==> src/hdl/cor_pkg.sv <==
// ----------------------------------------------------------------------------
// cor_pkg
// shared sizes and types for the cluster outlier replacement filter
// ----------------------------------------------------------------------------
package cor_pkg;

   localparam int MAX_SAMPLES = 16;
   localparam int SAMPLE_BITS = 16;
   localparam int IDX_BITS    = $clog2(MAX_SAMPLES);
   localparam int CNT_BITS    = $clog2(MAX_SAMPLES + 1);
   localparam int SUM_BITS    = SAMPLE_BITS + IDX_BITS;
   localparam int DIV_BITS    = SUM_BITS + 8;
   localparam int STEP_BITS   = $clog2(DIV_BITS + 1);
   localparam int MEAN_BITS   = SAMPLE_BITS + 8;
   localparam int GAP_BITS    = 16;
   localparam logic [GAP_BITS-1:0] GAP_RESET = GAP_BITS'(8);

   typedef struct packed {
      logic insert;
      logic shift;
   } sort_ctrl_type;

   typedef struct packed {
      logic                       start;
      logic signed [DIV_BITS-1:0] num;
      logic [CNT_BITS-1:0]        den;
   } div_req_type;

endpackage

==> src/hdl/cor_ram.sv <==
// ----------------------------------------------------------------------------
// cor_ram
// generic single write, single registered read memory
// ----------------------------------------------------------------------------
module cor_ram #(
   parameter int WIDTH = 16,
   parameter int DEPTH = 16
) (
   input  logic                     clock,
   input  logic                     wr_en,
   input  logic [$clog2(DEPTH)-1:0] wr_addr,
   input  logic [WIDTH-1:0]         wr_data,
   input  logic                     rd_en,
   input  logic [$clog2(DEPTH)-1:0] rd_addr,
   output logic [WIDTH-1:0]         rd_data
);

   logic [WIDTH-1:0] mem_ff [DEPTH];
   logic [WIDTH-1:0] rd_data_ff;

   always_ff @(posedge clock) begin
      if (wr_en) begin
         mem_ff[wr_addr] <= wr_data;
      end
      if (rd_en) begin
         rd_data_ff <= mem_ff[rd_addr];
      end
   end

   assign rd_data = rd_data_ff;

endmodule

==> src/hdl/cor_sorter.sv <==
// ----------------------------------------------------------------------------
// cor_sorter
// row of cells kept in ascending order by insertion, drained from the head
// ----------------------------------------------------------------------------
module cor_sorter (
   input  logic                                 clock,
   input  cor_pkg::sort_ctrl_type               ctrl,
   input  logic [cor_pkg::CNT_BITS-1:0]         count,
   input  logic signed [cor_pkg::SAMPLE_BITS-1:0] in_value,
   output logic signed [cor_pkg::SAMPLE_BITS-1:0] head
);

   logic signed [cor_pkg::SAMPLE_BITS-1:0] cell_ff [cor_pkg::MAX_SAMPLES];
   logic signed [cor_pkg::SAMPLE_BITS-1:0] cell_in [cor_pkg::MAX_SAMPLES];
   logic [cor_pkg::MAX_SAMPLES-1:0]        gt;

   always_comb begin
      for (int k = 0; k < cor_pkg::MAX_SAMPLES; k++) begin
         gt[k] = (cor_pkg::CNT_BITS'(k) < count) && (cell_ff[k] > in_value);
      end
      for (int k = 0; k < cor_pkg::MAX_SAMPLES; k++) begin
         cell_in[k] = cell_ff[k];
         if (ctrl.shift) begin
            if (k < cor_pkg::MAX_SAMPLES - 1) begin
               cell_in[k] = cell_ff[k + 1];
            end
         end else if (ctrl.insert) begin
            // cells below the insert point and beyond the fill stay put
            if (cor_pkg::CNT_BITS'(k) < count && !gt[k]) begin
               cell_in[k] = cell_ff[k];
            end else if (cor_pkg::CNT_BITS'(k) > count) begin
               cell_in[k] = cell_ff[k];
            end else if (k > 0 && gt[(k > 0) ? k - 1 : 0]) begin
               cell_in[k] = cell_ff[(k > 0) ? k - 1 : 0];
            end else begin
               cell_in[k] = in_value;
            end
         end
      end
   end

   always_ff @(posedge clock) begin
      for (int k = 0; k < cor_pkg::MAX_SAMPLES; k++) begin
         cell_ff[k] <= cell_in[k];
      end
   end

   assign head = cell_ff[0];

endmodule

==> src/hdl/cor_divider.sv <==
// ----------------------------------------------------------------------------
// cor_divider
// restoring signed divider, one quotient bit per cycle, truncates toward zero
// ----------------------------------------------------------------------------
module cor_divider (
   input  logic                                clock,
   input  logic                                reset,
   input  cor_pkg::div_req_type                req,
   output logic                                done,
   output logic signed [cor_pkg::DIV_BITS-1:0] quot
);

   logic                            busy_ff, busy_in;
   logic                            done_ff, done_in;
   logic                            neg_ff, neg_in;
   logic [cor_pkg::STEP_BITS-1:0]   step_ff, step_in;
   logic [cor_pkg::DIV_BITS-1:0]    dvd_ff, dvd_in;
   logic [cor_pkg::CNT_BITS-1:0]    rem_ff, rem_in;
   logic [cor_pkg::CNT_BITS-1:0]    den_ff, den_in;
   logic [cor_pkg::CNT_BITS:0]      rem_sh;
   logic [cor_pkg::CNT_BITS:0]      rem_sub;
   logic                            ge;

   always_comb begin
      busy_in = busy_ff;
      done_in = 1'b0;
      neg_in  = neg_ff;
      step_in = step_ff;
      dvd_in  = dvd_ff;
      rem_in  = rem_ff;
      den_in  = den_ff;
      rem_sh  = {rem_ff, dvd_ff[cor_pkg::DIV_BITS-1]};
      rem_sub = rem_sh - {1'b0, den_ff};
      ge      = rem_sh >= {1'b0, den_ff};
      if (req.start) begin
         busy_in = 1'b1;
         neg_in  = req.num[cor_pkg::DIV_BITS-1];
         dvd_in  = req.num[cor_pkg::DIV_BITS-1] ? -req.num : req.num;
         rem_in  = '0;
         den_in  = req.den;
         step_in = cor_pkg::STEP_BITS'(cor_pkg::DIV_BITS);
      end else if (busy_ff) begin
         rem_in  = ge ? rem_sub[cor_pkg::CNT_BITS-1:0] : rem_sh[cor_pkg::CNT_BITS-1:0];
         dvd_in  = {dvd_ff[cor_pkg::DIV_BITS-2:0], ge};
         step_in = step_ff - 1'b1;
         if (step_ff == cor_pkg::STEP_BITS'(1)) begin
            busy_in = 1'b0;
            done_in = 1'b1;
         end
      end
   end

   always_ff @(posedge clock) begin
      if (reset) begin
         busy_ff <= 1'b0;
         done_ff <= 1'b0;
      end else begin
         busy_ff <= busy_in;
         done_ff <= done_in;
      end
      neg_ff  <= neg_in;
      step_ff <= step_in;
      dvd_ff  <= dvd_in;
      rem_ff  <= rem_in;
      den_ff  <= den_in;
   end

   assign done = done_ff;
   assign quot = neg_ff ? -$signed(dvd_ff) : $signed(dvd_ff);

endmodule

==> src/hdl/cluster_outlier_replace_filter.sv <==
// ----------------------------------------------------------------------------
// cluster_outlier_replace_filter
// majority-run outlier replacement over a window of signed samples
// ----------------------------------------------------------------------------
// usage
//   req channel: one sample per beat, req_last_sample closes the window; a
//   window also closes by itself when it reaches MAX_SAMPLES samples.
//   samples load at one per cycle while the block is in its load phase.
//   after the window closes req_ready stays low until every result beat of
//   that window has been taken on the rsp channel.
//   per window: the samples load, the sort row drains while runs are found,
//   the final run closes, the divider forms the majority mean, the filtered
//   samples accumulate from the sample memory, the divider forms the Q8
//   mean, then each result beat takes a memory read, a load and a handshake.
//   the divider yields one quotient bit per cycle; the sample memory has a
//   single read port, read once per sample to accumulate and once to emit.
//   rsp beats come in input order, last_result on the final one.
//   a stalled receiver simply holds the current result beat in place.
//   reset: cluster_gap returns to 8, the window is emptied; the sample
//   memory is not cleared, since only entries of the current window are read.
//   csr_write_enable updates cluster_gap at once; write only while idle.
// ----------------------------------------------------------------------------
module cluster_outlier_replace_filter (
   input  logic                                  clock,
   input  logic                                  reset,
   input  logic                                  csr_write_enable,
   input  logic [cor_pkg::GAP_BITS-1:0]          csr_write_data,
   input  logic                                  req_valid,
   output logic                                  req_ready,
   input  logic signed [cor_pkg::SAMPLE_BITS-1:0] req_sample_value,
   input  logic                                  req_last_sample,
   output logic                                  rsp_valid,
   input  logic                                  rsp_ready,
   output logic signed [cor_pkg::SAMPLE_BITS-1:0] rsp_filtered_value,
   output logic [cor_pkg::IDX_BITS-1:0]          rsp_position,
   output logic                                  rsp_is_outlier,
   output logic signed [cor_pkg::MEAN_BITS-1:0]  rsp_window_mean_q8,
   output logic                                  rsp_last_result
);

   typedef enum logic [3:0] {
      ST_LOAD, ST_SCAN, ST_CLOSE, ST_DIV1, ST_DIV1_WAIT, ST_ACC_RD, ST_ACC_USE,
      ST_DIV2, ST_DIV2_WAIT, ST_EMIT_RD, ST_EMIT_LD, ST_EMIT_HOLD
   } state_type;

   localparam int SB = cor_pkg::SAMPLE_BITS;
   localparam int CB = cor_pkg::CNT_BITS;
   localparam int IB = cor_pkg::IDX_BITS;
   localparam int UB = cor_pkg::SUM_BITS;

   state_type                    state_ff, state_in;
   logic [cor_pkg::GAP_BITS-1:0] gap_ff;
   logic [CB-1:0]                cnt_ff, cnt_in;      // samples in window
   logic [CB-1:0]                idx_ff, idx_in;      // scan / read position
   logic signed [SB-1:0]         prev_ff, prev_in;
   logic [CB-1:0]                cur_len_ff, cur_len_in;
   logic signed [UB-1:0]         cur_sum_ff, cur_sum_in;
   logic signed [SB-1:0]         cur_low_ff, cur_low_in;
   logic [CB-1:0]                best_len_ff, best_len_in;
   logic signed [UB-1:0]         best_sum_ff, best_sum_in;
   logic signed [SB-1:0]         best_low_ff, best_low_in;
   logic signed [SB-1:0]         best_high_ff, best_high_in;
   logic signed [SB-1:0]         maj_mean_ff, maj_mean_in;
   logic signed [UB-1:0]         total_ff, total_in;
   logic signed [cor_pkg::MEAN_BITS-1:0] mean_ff, mean_in;
   logic                         rsp_valid_ff, rsp_valid_in;
   logic signed [SB-1:0]         rsp_value_ff, rsp_value_in;
   logic [IB-1:0]                rsp_pos_ff, rsp_pos_in;
   logic                         rsp_outl_ff, rsp_outl_in;
   logic                         rsp_last_ff, rsp_last_in;

   cor_pkg::sort_ctrl_type       sort_ctrl;
   cor_pkg::div_req_type         div_req;
   logic signed [SB-1:0]         head;
   logic                         div_done;
   logic signed [cor_pkg::DIV_BITS-1:0] div_quot;
   logic                         ram_rd_en;
   logic [IB-1:0]                ram_rd_addr;
   logic [SB-1:0]                ram_rd_data;
   logic signed [SB-1:0]         mem_value;
   logic                         req_fire;
   logic signed [SB:0]           diff;
   logic                         split;
   logic                         outl;
   logic signed [SB-1:0]         filt;

   assign req_fire  = req_valid && req_ready;
   assign mem_value = $signed(ram_rd_data);
   assign diff      = {head[SB-1], head} - {prev_ff[SB-1], prev_ff};
   // diff is never negative in sorted order
   assign split     = $unsigned(diff) > (SB + 1)'(gap_ff);
   assign outl      = (mem_value < best_low_ff) || (mem_value > best_high_ff);
   assign filt      = outl ? maj_mean_ff : mem_value;

   // configuration register
   always_ff @(posedge clock) begin
      if (reset) begin
         gap_ff <= cor_pkg::GAP_RESET;
      end else if (csr_write_enable) begin
         gap_ff <= csr_write_data;
      end
   end

   cor_ram #(
      .WIDTH(SB),
      .DEPTH(cor_pkg::MAX_SAMPLES)
   ) u_store (
      .clock   (clock),
      .wr_en   (req_fire),
      .wr_addr (cnt_ff[IB-1:0]),
      .wr_data (req_sample_value),
      .rd_en   (ram_rd_en),
      .rd_addr (ram_rd_addr),
      .rd_data (ram_rd_data)
   );

   cor_sorter u_sorter (
      .clock    (clock),
      .ctrl     (sort_ctrl),
      .count    (cnt_ff),
      .in_value (req_sample_value),
      .head     (head)
   );

   cor_divider u_divider (
      .clock (clock),
      .reset (reset),
      .req   (div_req),
      .done  (div_done),
      .quot  (div_quot)
   );

   always_comb begin
      state_in     = state_ff;
      cnt_in       = cnt_ff;
      idx_in       = idx_ff;
      prev_in      = prev_ff;
      cur_len_in   = cur_len_ff;
      cur_sum_in   = cur_sum_ff;
      cur_low_in   = cur_low_ff;
      best_len_in  = best_len_ff;
      best_sum_in  = best_sum_ff;
      best_low_in  = best_low_ff;
      best_high_in = best_high_ff;
      maj_mean_in  = maj_mean_ff;
      total_in     = total_ff;
      mean_in      = mean_ff;
      rsp_valid_in = rsp_valid_ff;
      rsp_value_in = rsp_value_ff;
      rsp_pos_in   = rsp_pos_ff;
      rsp_outl_in  = rsp_outl_ff;
      rsp_last_in  = rsp_last_ff;
      sort_ctrl    = '0;
      div_req      = '0;
      ram_rd_en    = 1'b0;
      ram_rd_addr  = idx_ff[IB-1:0];
      req_ready    = (state_ff == ST_LOAD);

      unique case (state_ff)
         ST_LOAD: begin
            if (req_fire) begin
               sort_ctrl.insert = 1'b1;
               cnt_in = cnt_ff + 1'b1;
               // a full store closes the window even without the mark
               if (req_last_sample || cnt_in == CB'(cor_pkg::MAX_SAMPLES)) begin
                  idx_in   = '0;
                  state_in = ST_SCAN;
               end
            end
         end
         ST_SCAN: begin
            sort_ctrl.shift = 1'b1;
            prev_in = head;
            if (idx_ff == '0) begin
               cur_len_in  = CB'(1);
               cur_sum_in  = UB'(head);
               cur_low_in  = head;
               best_len_in = '0;
            end else if (split) begin
               if (cur_len_ff > best_len_ff) begin
                  best_len_in  = cur_len_ff;
                  best_sum_in  = cur_sum_ff;
                  best_low_in  = cur_low_ff;
                  best_high_in = prev_ff;
               end
               cur_len_in = CB'(1);
               cur_sum_in = UB'(head);
               cur_low_in = head;
            end else begin
               cur_len_in = cur_len_ff + 1'b1;
               cur_sum_in = cur_sum_ff + UB'(head);
            end
            idx_in = idx_ff + 1'b1;
            if (idx_in == cnt_ff) begin
               state_in = ST_CLOSE;
            end
         end
         ST_CLOSE: begin
            // close the final run
            if (cur_len_ff > best_len_ff) begin
               best_len_in  = cur_len_ff;
               best_sum_in  = cur_sum_ff;
               best_low_in  = cur_low_ff;
               best_high_in = prev_ff;
            end
            state_in = ST_DIV1;
         end
         ST_DIV1: begin
            div_req.start = 1'b1;
            div_req.num   = cor_pkg::DIV_BITS'(best_sum_ff);
            div_req.den   = best_len_ff;
            state_in      = ST_DIV1_WAIT;
         end
         ST_DIV1_WAIT: begin
            if (div_done) begin
               maj_mean_in = div_quot[SB-1:0];
               total_in    = '0;
               idx_in      = '0;
               state_in    = ST_ACC_RD;
            end
         end
         ST_ACC_RD: begin
            ram_rd_en = 1'b1;
            state_in  = ST_ACC_USE;
         end
         ST_ACC_USE: begin
            total_in = total_ff + UB'(filt);
            idx_in   = idx_ff + 1'b1;
            state_in = (idx_in == cnt_ff) ? ST_DIV2 : ST_ACC_RD;
         end
         ST_DIV2: begin
            div_req.start = 1'b1;
            div_req.num   = cor_pkg::DIV_BITS'(total_ff) <<< 8;
            div_req.den   = cnt_ff;
            state_in      = ST_DIV2_WAIT;
         end
         ST_DIV2_WAIT: begin
            if (div_done) begin
               mean_in  = div_quot[cor_pkg::MEAN_BITS-1:0];
               idx_in   = '0;
               state_in = ST_EMIT_RD;
            end
         end
         ST_EMIT_RD: begin
            ram_rd_en = 1'b1;
            state_in  = ST_EMIT_LD;
         end
         ST_EMIT_LD: begin
            rsp_valid_in = 1'b1;
            rsp_value_in = filt;
            rsp_pos_in   = idx_ff[IB-1:0];
            rsp_outl_in  = outl;
            rsp_last_in  = (idx_ff + 1'b1) == cnt_ff;
            state_in     = ST_EMIT_HOLD;
         end
         ST_EMIT_HOLD: begin
            // beat holds until the receiver takes it
            if (rsp_ready) begin
               rsp_valid_in = 1'b0;
               idx_in       = idx_ff + 1'b1;
               if (rsp_last_ff) begin
                  cnt_in   = '0;
                  state_in = ST_LOAD;
               end else begin
                  state_in = ST_EMIT_RD;
               end
            end
         end
         default: begin
            state_in = ST_LOAD;
         end
      endcase
   end

   always_ff @(posedge clock) begin
      if (reset) begin
         state_ff     <= ST_LOAD;
         cnt_ff       <= '0;
         rsp_valid_ff <= 1'b0;
      end else begin
         state_ff     <= state_in;
         cnt_ff       <= cnt_in;
         rsp_valid_ff <= rsp_valid_in;
      end
      idx_ff       <= idx_in;
      prev_ff      <= prev_in;
      cur_len_ff   <= cur_len_in;
      cur_sum_ff   <= cur_sum_in;
      cur_low_ff   <= cur_low_in;
      best_len_ff  <= best_len_in;
      best_sum_ff  <= best_sum_in;
      best_low_ff  <= best_low_in;
      best_high_ff <= best_high_in;
      maj_mean_ff  <= maj_mean_in;
      total_ff     <= total_in;
      mean_ff      <= mean_in;
      rsp_value_ff <= rsp_value_in;
      rsp_pos_ff   <= rsp_pos_in;
      rsp_outl_ff  <= rsp_outl_in;
      rsp_last_ff  <= rsp_last_in;
   end

   assign rsp_valid          = rsp_valid_ff;
   assign rsp_filtered_value = rsp_value_ff;
   assign rsp_position       = rsp_pos_ff;
   assign rsp_is_outlier     = rsp_outl_ff;
   assign rsp_window_mean_q8 = mean_ff;
   assign rsp_last_result    = rsp_last_ff;

   // no sample is taken while a result beat is pending
   assert property (@(posedge clock) disable iff (reset) rsp_valid |-> !req_ready)
      else $error("sample accepted while result pending");

   // window never grows past the store
   assert property (@(posedge clock) disable iff (reset)
      cnt_ff <= CB'(cor_pkg::MAX_SAMPLES))
      else $error("window count overflow");

   // a majority run exists before any sample is filtered
   assert property (@(posedge clock) disable iff (reset)
      state_ff == ST_ACC_USE |-> best_len_ff != '0 && best_len_ff <= cnt_ff)
      else $error("majority run size out of range");

   // taking the last beat of a window reopens the input
   assert property (@(posedge clock) disable iff (reset)
      rsp_valid && rsp_ready && rsp_last_result |=> req_ready)
      else $error("input not reopened after window");

endmodule

==> config.mk <==
export PLATFORM = sky130hd
export DESIGN_NAME = cluster_outlier_replace_filter
export DESIGN_NICKNAME = d
export VERILOG_FILES = /design/src/hdl/cor_pkg.sv /design/src/hdl/cor_ram.sv /design/src/hdl/cor_sorter.sv /design/src/hdl/cor_divider.sv /design/src/hdl/cluster_outlier_replace_filter.sv
export SDC_FILE = /design/constraint.sdc
export NUM_CORES = 2
export LEC_CHECK = 0
export BUFFER_PORTS_ARGS = -buffer_cell sky130_fd_sc_hd__buf_2
export CORE_MARGIN = 5
export CORE_UTILIZATION = 40
export DETAILED_ROUTE_END_ITERATION = 12
export SETUP_SLACK_MARGIN = 0.5
export SLEW_MARGIN = 20
export SYNTH_ARGS = -nofsm -noshare
export SYNTH_HDL_FRONTEND = slang
export SYNTH_HIERARCHICAL = 1
export SYNTH_SLANG_ARGS = --single-unit
export TNS_END_PERCENT = 5
==> constraint.sdc <==
create_clock -name clock -period 8.65 [get_ports clock]
set_input_delay 2.595 -clock clock [delete_from_list [all_inputs] [get_ports clock]]
set_output_delay 2.595 -clock clock [all_outputs]
set_load 0.01 [all_outputs]
==> results.json <==
{
  "status": "completed",
  "wl_per_cell_um": 23.1,
  "syn2layout_area_growth_pct": 11.9,
  "slew-limit-headroom_pct": 29.1,
  "crit_chain": "buf_2 -> buf_4 -> inv_1 -> ha_1 -> nand4_1 -> or4_1 -> a21o_1 -> nand4_1 -> nor3b_2 -> buf_4 -> o21bai_1 -> a21o_1",
  "grt_max_degree": 210,
  "cts_tree": "built",
  "die_area_um2": 120000,
  "dp_cells": 5203,
  "layout_common_cells": "edfxtp_1, ha_1, nand2_1",
  "hold_buffers": 0,
  "period_needed_ns": 6.23,
  "cts_buffer_depth": 3,
  "slowest_stage": "a21o_1",
  "grt_remaining_overflow": 0,
  "portBuffers": 85,
  "place_hpwl_um": 86300,
  "reg2reg_from": "u_sorter/cell_ff[0][0]",
  "syn_area_um2": 45400,
  "period_share_pct": 72.0,
  "start_util_pct": 40.3,
  "critical_path_class": "input pin to flip-flop",
  "cts_sinks": 801,
  "synth_nets": 4116,
  "clockRootBuffer": "clkbuf_16",
  "core_um2": 113000,
  "rsz0062_at_grt": "false",
  "die_h_um": 347,
  "grt_pass1_wl_um": 187000,
  "drtIter0Drc": 2808,
  "finalHoldViolCount": 0,
  "rows": 123,
  "layout_commonest_cell": "edfxtp_1",
  "end_kind": "flip-flop",
  "post-cts-setup-buffer-count": 0,
  "io_pins": 86,
  "maxCapViolCount": 0,
  "cp_max_fo": 32,
  "cp-startpoint": "req_sample_value[12]",
  "cts_resized": 0,
  "clk_latency_ns": 0.68,
  "fin_cells": 5373,
  "ff2ff_setup_slack_ns": 2.48,
  "viasPerCell": 5.68,
  "syn_avg_cell_area_um2": 12.3,
  "cts.clk_slew.worst_paths_ns": 0.06,
  "yosysWarnings": 6,
  "maxSlewViolCount": 0,
  "cp.required_ns": 8.95,
  "grt_pass1_vias": 30100,
  "ant_nets": 0,
  "irDropWorstVdd_v": 0.000152,
  "max_stage_delay_ns": 0.59,
  "drive_above_1_share_pct": 15.7,
  "max_freq_mhz": 161,
  "fin_util_pct": 45.1,
  "cellPowerDensity_nw_per_um2": 237,
  "drcViolationCount": 0,
  "rr_worst_depth": 19,
  "r2r-end": "cur_low_ff[0]",
  "finalSetupViolations": 0,
  "cts_buffers": 90,
  "tightestPinTransition_ns": 1.06,
  "synth_cells": 3699,
  "hp-class": "flip-flop to flip-flop",
  "setup_tns_ns": 0,
  "crit_end": "u_sorter/cell_ff[0][86]",
  "worstSetupStartpointType": "input pin",
  "htree_levels": 3,
  "die_w_um": 347,
  "vias": 30500,
  "final_nets": 4212,
  "routed_wl_um": 124000,
  "first_pass_iters": 5,
  "crit_arrival_ns": 6.53,
  "grt_usage_pct": 20.0,
  "antenna_found_initial": 1,
  "p_leak_uw": 0.0191,
  "skew_ns": 0.0261,
  "place.gp.congestion": 0.865
}
[worst min-delay path by stage]
stage / from / end / slack [ns] / depth (start not counted)
final: cur_low_ff[12] / best_low_ff[12] / 0.41 / 0
after global routing: cur_low_ff[8] / best_low_ff[8] / 0.41 / 0
after CTS: cur_low_ff[8] / best_low_ff[8] / 0.41 / 0
after detailed placement: cur_low_ff[12] / best_low_ff[12] / 0.40 / 0
after global placement: cur_low_ff[0] / best_low_ff[0] / 0.40 / 0
after floorplan: cur_low_ff[0] / best_low_ff[0] / 0.40 / 0
[sequential cells by signal, indices dropped and copies added (netlist names), 20 cells and up]
signal / count
u_store/mem_ff: 256
cur_sum_ff: 20
u_sorter/cell_ff: 256
best_sum_ff: 20
rsp_window_mean_q8: 24
total_ff: 20
u_divider/dvd_ff: 28
[metal layers]
metal | routed length (um) | vias up | track usage (%)
li1 | - | 14300 | -
met3 | 7180 | 194 | 2.73
met4 | 3860 | 0 | 6.65
met2 | 58700 | 911 | 33.0
met5 | 0 | - | 0
met1 | 54500 | 15100 | 27.5
[final cells by class]
| cell class | count | area [um^2] |
|---|---|---|
| fillers | 10400 | 61900 |
| clock inverters | 64 | 728 |
| inverters | 176 | 668 |
| repair buffers | 191 | 1230 |
| diodes | 1 | 2.50 |
| clock buffers | 105 | 2330 |
| well taps | 1500 | 1880 |
| multi-input cells | 2535 | 20300 |
| flip-flops and latches | 801 | 23700 |
[report_power, final]
group          switching, uW  total [uW]  internal, uW  leakage, uW
clock                   1640        3980          2340      0.00151
sequential               290        5080          4790      0.00729
combinational           1780        2960          1180       0.0103
[through the flow]
step	hold WS, ns	instance area, um^2	total power (uW)	setup WS [ns]
floorplan	0.400	45400	7220	2.04
global placement	0.401	47700	8040	1.82
detailed placement	0.405	47700	8100	1.74
CTS	0.405	50800	12100	2.40
global route	0.413	50800	12600	1.92
finish	0.407	50800	12000	2.42
[worst max-delay path, delay by kind of cell]
family | cells | cell delay (ns)
adders and majority gates | 1 | 0.44
and+or+nand+nor | 4 | 1.25
AOI/OAI and AO/OA | 3 | 0.91
buffers and inverters | 4 | 1.27
No activity file was read; power rests on OpenSTA's default activity.
